--- src/hw/rtl/pil_pkg.sv ---
// ----------------------------------------------------------------------------
// pil_pkg - shared definitions for the integer literal parser
// Parse phases, character codes and the digit decoder.
// ----------------------------------------------------------------------------
package pil_pkg;

	localparam int VALUE_BITS  = 64;   // result field width
	localparam int VALUE_WIDTH = 64;   // default accumulator width (8..64)

	typedef enum logic [2:0] {
		PH_IDLE = 3'd0,
		PH_ZERO = 3'd1,
		PH_HEX  = 3'd2,
		PH_OCT  = 3'd3,
		PH_BIN  = 3'd4,
		PH_DEC  = 3'd5
	} phase_t;

	localparam logic [7:0] CH_0     = 8'h30;
	localparam logic [7:0] CH_1     = 8'h31;
	localparam logic [7:0] CH_9     = 8'h39;
	localparam logic [7:0] CH_UP_A  = 8'h41;
	localparam logic [7:0] CH_UP_F  = 8'h46;
	localparam logic [7:0] CH_LO_A  = 8'h61;
	localparam logic [7:0] CH_LO_F  = 8'h66;
	localparam logic [7:0] CH_UP_X  = 8'h58;
	localparam logic [7:0] CH_LO_X  = 8'h78;
	localparam logic [7:0] CH_UP_C  = 8'h43;
	localparam logic [7:0] CH_LO_C  = 8'h63;
	localparam logic [7:0] CH_UP_B  = 8'h42;
	localparam logic [7:0] CH_LO_B  = 8'h62;
	localparam logic [7:0] CH_MINUS = 8'h2d;
	localparam logic [7:0] CH_PLUS  = 8'h2b;

	localparam logic [4:0] BASE_HEX = 5'd16;
	localparam logic [4:0] BASE_DEC = 5'd10;
	localparam logic [4:0] BASE_OCT = 5'd8;
	localparam logic [4:0] BASE_BIN = 5'd2;

	typedef struct packed {
		logic       ok;   // character is a hex digit of any case
		logic [3:0] val;
	} digit_t;

	function automatic digit_t hex_digit(input logic [7:0] c);
		digit_t d;
		d.ok  = 1'b1;
		d.val = 4'd0;
		if (c inside {[CH_0:CH_9]}) begin
			d.val = 4'(c - CH_0);
		end else if (c inside {[CH_UP_A:CH_UP_F]}) begin
			d.val = 4'(c - CH_UP_A + 8'd10);
		end else if (c inside {[CH_LO_A:CH_LO_F]}) begin
			d.val = 4'(c - CH_LO_A + 8'd10);
		end else begin
			d.ok = 1'b0;
		end
		return d;
	endfunction

endpackage

--- src/hw/rtl/pil_if.sv ---
// ----------------------------------------------------------------------------
// pil_if - valid/ready channels of the integer literal parser
// Character channel in, result channel out.
// ----------------------------------------------------------------------------
interface pil_chr_if;
	logic       valid;
	logic       ready;
	logic [7:0] ch;
	logic       first;

	modport source (output valid, output ch, output first, input ready);
	modport sink   (input valid, input ch, input first, output ready);
endinterface

interface pil_res_if;
	logic                             valid;
	logic                             ready;
	logic signed [pil_pkg::VALUE_BITS-1:0] value;

	modport source (output valid, output value, input ready);
	modport sink   (input valid, input value, output ready);
endinterface

--- src/hw/rtl/pil_step.sv ---
// ----------------------------------------------------------------------------
// pil_step - one parse step
// Next phase, accumulator and sign for one character; flags a finished literal.
// ----------------------------------------------------------------------------
module pil_step #(
	parameter int W = pil_pkg::VALUE_WIDTH
) (
	input  logic [7:0]        ch,
	input  logic              first,
	input  pil_pkg::phase_t   phase,
	input  logic [W-1:0]      accum,
	input  logic              negative,
	output pil_pkg::phase_t   phase_nxt,
	output logic [W-1:0]      accum_nxt,
	output logic              negative_nxt,
	output logic              emit,
	output logic [W-1:0]      emit_val
);

	pil_pkg::digit_t dig;
	logic [4:0]      base;
	logic [2:0]      sh;
	logic            in_base;

	assign dig     = pil_pkg::hex_digit(ch);
	assign in_base = dig.ok && ({1'b0, dig.val} < base);

	// radix of the active phase
	always_comb begin
		case (phase)
			pil_pkg::PH_HEX: begin base = pil_pkg::BASE_HEX; sh = 3'd4; end
			pil_pkg::PH_BIN: begin base = pil_pkg::BASE_BIN; sh = 3'd1; end
			pil_pkg::PH_DEC: begin base = pil_pkg::BASE_DEC; sh = 3'd0; end
			default:         begin base = pil_pkg::BASE_OCT; sh = 3'd3; end
		endcase
	end

	always_comb begin
		phase_nxt    = phase;
		accum_nxt    = accum;
		negative_nxt = negative;
		emit         = 1'b0;
		emit_val     = '0;
		if (first) begin
			accum_nxt    = '0;
			negative_nxt = 1'b0;
			if (ch == pil_pkg::CH_0) begin
				phase_nxt = pil_pkg::PH_ZERO;
			end else if (ch inside {[pil_pkg::CH_1:pil_pkg::CH_9]}) begin
				accum_nxt = W'(dig.val);
				phase_nxt = pil_pkg::PH_DEC;
			end else if (ch == pil_pkg::CH_MINUS) begin
				negative_nxt = 1'b1;
				phase_nxt    = pil_pkg::PH_DEC;
			end else if (ch == pil_pkg::CH_PLUS) begin
				phase_nxt = pil_pkg::PH_DEC;
			end else begin
				emit      = 1'b1;
				phase_nxt = pil_pkg::PH_IDLE;
			end
		end else begin
			case (phase)
				pil_pkg::PH_ZERO: begin
					if (ch == pil_pkg::CH_LO_X || ch == pil_pkg::CH_UP_X) begin
						phase_nxt = pil_pkg::PH_HEX;
					end else if (ch == pil_pkg::CH_LO_C || ch == pil_pkg::CH_UP_C) begin
						phase_nxt = pil_pkg::PH_OCT;
					end else if (ch == pil_pkg::CH_LO_B || ch == pil_pkg::CH_UP_B) begin
						phase_nxt = pil_pkg::PH_BIN;
					end else if (in_base) begin
						accum_nxt = W'(dig.val);
						phase_nxt = pil_pkg::PH_OCT;
					end else begin
						emit      = 1'b1;
						phase_nxt = pil_pkg::PH_IDLE;
					end
				end
				pil_pkg::PH_HEX, pil_pkg::PH_OCT, pil_pkg::PH_BIN: begin
					if (in_base) begin
						accum_nxt = (accum << sh) + W'(dig.val);
					end else begin
						emit      = 1'b1;
						emit_val  = accum;
						phase_nxt = pil_pkg::PH_IDLE;
					end
				end
				pil_pkg::PH_DEC: begin
					if (in_base) begin
						// x10 as x8 + x2
						accum_nxt = (accum << 3) + (accum << 1) + W'(dig.val);
					end else begin
						emit      = 1'b1;
						emit_val  = negative ? W'(-accum) : accum;
						phase_nxt = pil_pkg::PH_IDLE;
					end
				end
				default: begin
					phase_nxt = phase;
				end
			endcase
		end
	end

endmodule

--- src/hw/rtl/parse_integer_literal.sv ---
// ----------------------------------------------------------------------------
// parse_integer_literal - streaming integer literal parser
// Takes a literal one character per word (hex 0x, octal 0c or leading 0,
// binary 0b, else signed decimal) and returns its value, sign-extended to
// 64 bits, when the terminating character arrives.
// ----------------------------------------------------------------------------
//
//   channel | role  | word fields                 | handshake
//   --------+-------+-----------------------------+-------------
//   chr     | sink  | ch[7:0], first              | valid/ready
//   result  | src   | value[63:0] signed          | valid/ready
//
// One character word per cycle, sustained unless a terminator meets a full
// result register. Input register -> step logic (one shift-add, or a x10
// shift-add for decimal) -> result register: the terminating character is
// held in the input register, then its result is loaded into the result register.
// Reset (arst_n low) returns the parser to idle with no result pending.
// A full result register stalls only a character that ends a literal;
// characters that merely extend the accumulator keep flowing.
// ----------------------------------------------------------------------------
module parse_integer_literal #(
	parameter int VALUE_WIDTH = pil_pkg::VALUE_WIDTH
) (
	input  logic       clk,
	input  logic       arst_n,
	pil_chr_if.sink    chr,
	pil_res_if.source  result
);

	// input register
	logic       valid_s1;
	logic [7:0] ch_s1;
	logic       first_s1;

	// parse state
	pil_pkg::phase_t          phase_q;
	logic [VALUE_WIDTH-1:0]   accum_q;
	logic                     negative_q;

	// result register
	logic                                  res_valid_q;
	logic signed [pil_pkg::VALUE_BITS-1:0] res_value_q;

	// step outputs
	pil_pkg::phase_t          phase_nxt;
	logic [VALUE_WIDTH-1:0]   accum_nxt;
	logic                     negative_nxt;
	logic                     emit;
	logic [VALUE_WIDTH-1:0]   emit_val;

	logic advance;

	pil_step #(
		.W (VALUE_WIDTH)
	) u_step (
		.ch           (ch_s1),
		.first        (first_s1),
		.phase        (phase_q),
		.accum        (accum_q),
		.negative     (negative_q),
		.phase_nxt    (phase_nxt),
		.accum_nxt    (accum_nxt),
		.negative_nxt (negative_nxt),
		.emit         (emit),
		.emit_val     (emit_val)
	);

	// the held word moves on unless it needs the result slot and that is full
	assign advance   = valid_s1 && (!emit || !res_valid_q || result.ready);
	assign chr.ready = !valid_s1 || advance;

	assign result.valid = res_valid_q;
	assign result.value = res_value_q;

	always_ff @(posedge clk or negedge arst_n) begin
		if (!arst_n) begin
			valid_s1 <= 1'b0;
		end else if (chr.ready) begin
			valid_s1 <= chr.valid;
		end
	end

	always_ff @(posedge clk) begin
		if (chr.valid && chr.ready) begin
			ch_s1    <= chr.ch;
			first_s1 <= chr.first;
		end
	end

	always_ff @(posedge clk or negedge arst_n) begin
		if (!arst_n) begin
			phase_q    <= pil_pkg::PH_IDLE;
			accum_q    <= '0;
			negative_q <= 1'b0;
		end else if (advance) begin
			phase_q    <= phase_nxt;
			accum_q    <= accum_nxt;
			negative_q <= negative_nxt;
		end
	end

	always_ff @(posedge clk or negedge arst_n) begin
		if (!arst_n) begin
			res_valid_q <= 1'b0;
		end else if (advance && emit) begin
			res_valid_q <= 1'b1;
		end else if (result.ready) begin
			res_valid_q <= 1'b0;
		end
	end

	// sign-extend from the accumulator width
	always_ff @(posedge clk) begin
		if (advance && emit) begin
			res_value_q <= pil_pkg::VALUE_BITS'($signed(emit_val));
		end
	end

endmodule

--- src/flat_wrapper.sv ---
// flat-port wrapper written by rule: the top's interface ports become plain ports
module parse_integer_literal_flat 
#(
	parameter int VALUE_WIDTH = pil_pkg::VALUE_WIDTH
)
  (clk, arst_n, chr_valid, chr_ch, chr_first, chr_ready, result_valid, result_value, result_ready);
  pil_chr_if chr_i ();
  pil_res_if result_i ();
  input  logic clk;
  input  logic arst_n;
  input wire logic [$bits(chr_i.valid)-1:0] chr_valid;
  input wire logic [$bits(chr_i.ch)-1:0] chr_ch;
  input wire logic [$bits(chr_i.first)-1:0] chr_first;
  output wire logic [$bits(chr_i.ready)-1:0] chr_ready;
  output wire logic [$bits(result_i.valid)-1:0] result_valid;
  output wire logic [$bits(result_i.value)-1:0] result_value;
  input wire logic [$bits(result_i.ready)-1:0] result_ready;
  assign chr_i.valid = chr_valid;
  assign chr_i.ch = chr_ch;
  assign chr_i.first = chr_first;
  assign chr_ready = chr_i.ready;
  assign result_valid = result_i.valid;
  assign result_value = result_i.value;
  assign result_i.ready = result_ready;
  parse_integer_literal #(.VALUE_WIDTH(VALUE_WIDTH)) u_core (.clk(clk), .arst_n(arst_n), .chr(chr_i), .result(result_i));
endmodule
--- config.mk ---
export PLATFORM = sky130hd
export DESIGN_NAME = parse_integer_literal_flat
export DESIGN_NICKNAME = d
export VERILOG_FILES = /design/src/hw/rtl/pil_pkg.sv /design/src/hw/rtl/pil_if.sv /design/src/hw/rtl/pil_step.sv /design/src/hw/rtl/parse_integer_literal.sv /design/src/flat_wrapper.sv
export SDC_FILE = /design/constraint.sdc
export NUM_CORES = 1
export LEC_CHECK = 0
export BUFFER_PORTS_ARGS = -buffer_cell sky130_fd_sc_hd__buf_2
export CAP_MARGIN = 0
export CORE_MARGIN = 2
export CORE_UTILIZATION = 69
export CTS_BUF_LIST = sky130_fd_sc_hd__clkbuf_16
export DETAILED_ROUTE_END_ITERATION = 10
export PLACE_DENSITY = 0.87
export SYNTH_ARGS = -nofsm -noshare
export SYNTH_HDL_FRONTEND = slang
export SYNTH_SLANG_ARGS = --single-unit
export TNS_END_PERCENT = 100
--- constraint.sdc ---
create_clock -name clk -period 13 [get_ports clk]
set_input_delay 1.3 -clock clk [delete_from_list [all_inputs] [get_ports clk]]
set_output_delay 1.3 -clock clk [all_outputs]
set_load 0.01 [all_outputs]
# After elaboration in Yosys (flattened, before gate mapping)
# Index checks and enable logic that the tools add are counted.
# classes
n_addsub,9
magnitude_cmp,8
eq_ne,21
shifts,1
mux,48
reduce_logical,25
# ops
op,n
2-to-1 mux 64 bit,10
case mux 64 bit (3 select lines),1
adder 64 x 4 -> 64 bit,2
case mux 64 bit (2 select lines),1
adder 64 bit,1
negator 64 bit,1
<< shifter 64 x 3 -> 64 bit,1
equality test 8 x 7 -> 1 bit (second input constant),6
2-to-1 mux 3 bit,9
equality test 8 x 6 -> 1 bit (second input constant),3
inequality test 3 x 2 -> 1 bit (second input constant),7
2-to-1 mux 4 bit,5
2-to-1 mux 1 bit,17
>= comparator 8 x 6 -> 1 bit (second input constant),2
>= comparator 8 x 7 -> 1 bit (second input constant),2
less-or-equal comparator 8 x 7 -> 1 bit (second input constant),2
case mux 5 bit (3 select lines),1
subtractor 4 x 1 -> 4 bit (second input constant),3
case mux 3 bit (3 select lines),1
adder 4 bit (second input constant),2
less-or-equal comparator 8 x 6 -> 1 bit (second input constant),1
logical AND 1 bit,8
AND reduction 8 bit,1
equality test 3 x 2 -> 1 bit (second input constant),2
15 further kinds,23
# totals
register_bits,143
input_bits,13
output_inout_bits,66
elab_cells,120

# Longest topological paths before layout
# depth
ltp_word,19
ltp_mapped,21

# Cells and area by module
# A second synthesis with hierarchy kept.
# hier_totals
hier_cells,2363
area_unflattened_um2,18217.5
# modules_own_cells
mod,instances,cells_per_inst,area_per_inst_um2,seq_area_each_um2
pil_step,1,1893,12092.8,0.0
parse_integer_literal,1,470,6124.6,3943.8

# Worst setup path after synthesis
# OpenSTA, ideal clock, no wires.
# synth_path
kind,reg-to-reg
from,reg u_core.ch_s1[0]
to,"reg u_core.res_value_q, in the netlist u_core.result.value[0], enable pin"
setup_time_ns,0.494
arrival_time_ns,5.917
required_time_ns,12.506
path_slack_ns,6.589
path_stages_with_launch,14
n_path_buf,1
period_less_slack_ns,6.411
cell_sequence,edfxtp_1 -> inv_1 -> ha_1 -> or3b_2 -> or2_2 -> a31oi_1 -> clkbuf_1 -> nor2_1 -> ha_1 -> nor2_1 -> a31oi_1 -> a21oi_1 -> a21oi_1 -> nor2b_1
# synth_between
elab_chain_len,18
elab_cells_between_ends,51
# synth_lines
item,line_no,rtl
from (decl),parse_integer_literal.sv:32,logic [7:0] ch_s1;
from (signal assigned),parse_integer_literal.sv:85,ch_s1 <= chr.ch;
subtractor 4 x 1 -> 4 bit (tied with other cells),"pil_pkg.sv:52, pil_pkg.sv:54",
adder 4 bit or logical AND 1 bit (tied branches),"pil_pkg.sv:52, pil_pkg.sv:54, pil_pkg.sv:53",
2-to-1 mux 4 bit,pil_pkg.sv:53,end else if (c inside {[CH_LO_A:CH_LO_F]}) begin
2-to-1 mux 4 bit,pil_pkg.sv:51,end else if (c inside {[CH_UP_A:CH_UP_F]}) begin
2-to-1 mux 4 bit,pil_pkg.sv:49,if (c inside {[CH_0:CH_9]}) begin
< comparator 4 x 5 -> 1 bit,pil_step.sv:26,"assign in_base = dig.ok && ({1'b0, dig.val} < base);"
logical AND 1 bit,pil_step.sv:26,
2-to-1 mux 1 bit,"pil_step.sv:70, pil_step.sv:79, pil_step.sv:88",
2-to-1 mux 1 bit,pil_step.sv:68,end else if (ch == pil_pkg::CH_LO_B || ch == pil_pkg::CH_UP_B) begin
2-to-1 mux 1 bit,pil_step.sv:66,end else if (ch == pil_pkg::CH_LO_C || ch == pil_pkg::CH_UP_C) begin
2-to-1 mux 1 bit,pil_step.sv:64,if (ch == pil_pkg::CH_LO_X || ch == pil_pkg::CH_UP_X) begin
case mux 1 bit (2 select lines),pil_step.sv:62,case (phase)
2-to-1 mux 1 bit (*),pil_step.sv:44,if (first) begin
logical NOT 1 bit,parse_integer_literal.sv:69,assign advance = valid_s1 && (!emit || !res_valid_q || result.ready);
logical OR 1 bit (2 in a row),parse_integer_literal.sv:69,
logical AND 1 bit,parse_integer_literal.sv:69,
logical AND 1 bit (*),parse_integer_literal.sv:114,if (advance && emit) begin
to (signal assigned),parse_integer_literal.sv:115,res_value_q <= pil_pkg::VALUE_BITS'($signed(emit_val));
to (decl),parse_integer_literal.sv:42,logic signed [pil_pkg::VALUE_BITS-1:0] res_value_q;
# Mark *: on every way between the ends. The rest lies on a longest branch, timed or not.
# A chain may end at the register's enable or synchronous reset.

# Final worst setup path
# layout_path
from,reg u_core.ch_s1[0]
to,reg u_core.accum_q[58]
# layout_between
elab_chain_len,18
elab_cells_between_ends,63
# layout_lines
item,line_no,rtl
subtractor 4 x 1 -> 4 bit (tied with other cells),"pil_pkg.sv:52, pil_pkg.sv:54",
adder 4 bit or logical AND 1 bit (tied branches),"pil_pkg.sv:52, pil_pkg.sv:54, pil_pkg.sv:53",
2-to-1 mux 4 bit,pil_pkg.sv:53,
2-to-1 mux 4 bit,pil_pkg.sv:51,
2-to-1 mux 4 bit,pil_pkg.sv:49,
< comparator 4 x 5 -> 1 bit,pil_step.sv:26,
logical AND 1 bit,pil_step.sv:26,
2-to-1 mux 1 bit,"pil_step.sv:70, pil_step.sv:79, pil_step.sv:88",
2-to-1 mux 1 bit,pil_step.sv:68,
2-to-1 mux 1 bit,pil_step.sv:66,
2-to-1 mux 1 bit,pil_step.sv:64,
case mux 1 bit (2 select lines),pil_step.sv:62,
2-to-1 mux 1 bit,pil_step.sv:44,
logical NOT 1 bit,parse_integer_literal.sv:69,
logical OR 1 bit (2 in a row),parse_integer_literal.sv:69,
logical AND 1 bit,parse_integer_literal.sv:69,
AND reduction 8 bit (no source line),n/a,
to (signal assigned),parse_integer_literal.sv:97,accum_q <= accum_nxt;
to (decl),parse_integer_literal.sv:37,logic [VALUE_WIDTH-1:0] accum_q;
# Parallel ways exist; a longest one is shown, timed or not. The select of a mux whose other input is x is not followed.

==> impl_metrics.ini <==
[detailed_routing]
vias = 16972
wl_met1_um = 20300
wl_per_cell_um = 22.1
wl_met3_um = 7200
top_layer = met4
viasPerCell = 7.25
wl_met2_um = 22100
ant_nets = 0
routed_wirelength_um = 51700
drtIter0Drc = 2118
dr.pass1.iters = 8
drc = 0

[clock_tree]
htree_num_levels = 4
root_buffer = clkbuf_16
clkSinkCount = 143
tritoncts = done
cts_buffers = 17
postCtsResizedCells = 0
clkLatencyLatePin_ns = 0.44
cts_hold_buffers = 0
post_cts_buffers = 0
clk_pin_slew_ns = 0.07
cts_buffer_depth = 2

[pwr]
switchingPower_w = 0.000471
ir_worst_vdd_mv = 0.0858
powerDensity_nw_per_um2 = 79.0
comb_power_share_pct = 23.9
p_clk_share_pct = 36.1
power.share.sequential_pct = 39.9
p_int_w = 0.000880
leakage_nw = 7.06
swShare_pct = 34.9

[synthesis]
synth_fa_ha_area_share_pct = 10.5
synth_edf_count = 73
ys.flop_type = edfxtp_1
synth-xor-area-share_pct = 5.80
synth-simple-area-share_pct = 22.7
synth_top_family_by_area = compound AO/OA/AOI/OAI gates
synth_cells = 2084
synth.distinct_cells = 87
async_reset_ff_share_pct = 49.0
synth.area.mux_share_pct = 4.73
synth_seq_cells = 143
avgSynthCellArea_sq_um = 7.83
yosysSeqAreaShare_pct = 24.2
netlist_area_sq_um = 16300
synth_nets = 2232
yosys_warnings = 0
synth_compound_area_share_pct = 26.4

[die]
die-area_sq_um = 24900
num_rows = 56
coreArea_sq_um = 23300
floorplan.initialDensity_pct = 69.9
die_height_um = 158
die_w_um = 158
ios = 79

[global_route]
grt_pass1_vias = 15316
grt_usage_pct = 41.0
grt_start_max_net_pins = 71
grt-ovfl-total = 0
antenna_found_initial = 0
grt_first_pass_wirelength_um = 81300

[worst_setup_path]
cp.required_ns = 13.32
crit_buf_inv = 1
criticalPathCategory = flip-flop to flip-flop
crit_fanout = 11
worstPathArrival_ns = 6.66
critPathTopFamily = compound AO/OA/AOI/OAI gates
critPathMaxStageDelay_ns = 0.68
end_kind = flip-flop
slowest_stage = or4b_2
worstPathCellList = inv_1, ha_1, or3b_2, or2_2, a31oi_1, nor2_1, fa_1, fa_1, a21oi_1, o311a_1, or4b_2, a21oi_1, o21ai_0, o21ai_0, mux2i_1, nand3_1, a22o_1
start_kind = flip-flop

[timing]
finalSetupTns_ns = 0
worstMarginPinSlew_ns = 1.19
final_hold_viol_count = 0
rsz0062_at_grt = no
maxSlewHeadroom_pct = 20.7
hold-worst-slack_ns = 0.627
finalCriticalPeriod_ns = 6.34
setup_viol = 0
max_freq_mhz = 158
skew_ns = 0.0135
period_share_pct = 48.8
slew_viol_final = 0

[place]
dp.cells = 2309
hpwl_um = 37000
gp_congestion = 1.05
io_buffers = 78

[final_layout]
final_cells = 2341
fillers = 1806
antenna-diode-count = 0
synthToLayoutAreaGrowth_pct = 4.85
drive_gt1_share_pct = 9.55
nets = 2157
final_util_pct = 73.3
final_cell_mix = 248 x nand2_1, 179 x nor2_1, 132 x ha_1
layout.cells.most_common = nand2_1

[outcome]
status = complete, no violations

[hold_path]
min_path_type = flip-flop to flip-flop

[job]
cap_violations = 0
==> worst paths after layout <==
check,from,slack [ns],cells after the start,to
max in group asynchronous,arst_n,11.23,2,u_core.phase_q[0]$_DFFE_PN0P_
min in group asynchronous,arst_n,1.07,2,u_core.valid_s1$_DFFE_PN0N_
min,u_core.accum_q[63]$_DFFE_PN0P_,0.63,2,u_core.accum_q[63]$_DFFE_PN0P_
max,u_core.ch_s1[0]$_DFFE_PP_,6.66,17,u_core.accum_q[58]$_DFFE_PN0P_
min reg2reg,u_core.accum_q[63]$_DFFE_PN0P_,0.63,2,u_core.accum_q[63]$_DFFE_PN0P_
max reg2reg,u_core.ch_s1[0]$_DFFE_PP_,6.66,17,u_core.accum_q[58]$_DFFE_PN0P_
==> registers in the layout, summed over array words and instances, names as in the netlist <==
signal               flops
u_core.ch_s1             8
u_core.phase_q           3
u_core.result.valid      1
u_core.first_s1          1
u_core.result.value     64
u_core.valid_s1          1
u_core.negative_q        1
u_core.accum_q          64
==> cells in the mapped netlist (32+ instances only) <==
cell,n,area (sq um)
nand2_1,248,931
nor2_1,179,672
clkbuf_1,144,541
ha_1,132,1650
o21ai_0,131,656
a21oi_1,122,611
edfxtp_1,73,2190
dfrtp_1,70,1750
mux2i_1,67,671
xnor2_1,64,561
nand3_1,62,310
nor3_1,50,250
a311oi_1,49,429
a21o_1,45,338
xor2_1,44,385
inv_1,40,150
a22oi_1,33,248
nand4_1,32,200
==> tightest hold or removal path: stages, from the launching register on <==
cell and delay, ns:
dfrtp_1 0.43, nand2_1 0.08, o211ai_1 0.08
==> layer usage <==
layer | global-route usage, % | up-vias
met5 | 0 | -
met4 | 16.3 | 0
met2 | 61.4 | 1303
met3 | 8.54 | 208
met1 | 57.6 | 7830
li1 | - | 7631
==> power by group through the flow <==
| stage | logic [W] | registers, W | clock network, W |
|---|---|---|---|
| after detailed placement | 0.000308 | 0.000546 | 0 |
| after global routing | 0.000344 | 0.000542 | 0.000505 |
| after global placement | 0.000301 | 0.000545 | 0 |
| after CTS | 0.000313 | 0.000537 | 0.000486 |
| final | 0.000323 | 0.000539 | 0.000488 |
| after floorplan | 0.000230 | 0.000536 | 0 |
==> kinds of logic (layout without fill, tap and decap cells) <==
family,Yosys count,count (layout)
AOI/OAI and AO/OA,630,630
xor gates and xnor gates,108,108
adders and majority gates,135,135
buffers and inverters,234,172
DFF,143,143
muxes,76,76
and+or+nand+nor,758,758
==> area by class of cell <==
class	count	area [sq um]	area share [%]
clock inverter	15	153	0.892
tap	319	399	2.33
inverter	40	150	0.878
sequential	143	3950	23.1
timing repair buffer	100	556	3.25
clock buffer	17	425	2.49
multi-input combinational	1707	11500	67.1
==> per-stage QoR <==
stage	area, sq um	setup slack, ns	total power (W)
4_1_cts	17100	6.77	0.00134
3_5_place_dp	16500	6.85	0.000854
5_1_grt	17100	6.44	0.00139
6_report	17100	6.66	0.00135
3_3_place_gp	16500	7.07	0.000845
2_1_floorplan	16300	6.59	0.000766
(Power assumes the default switching activity.)
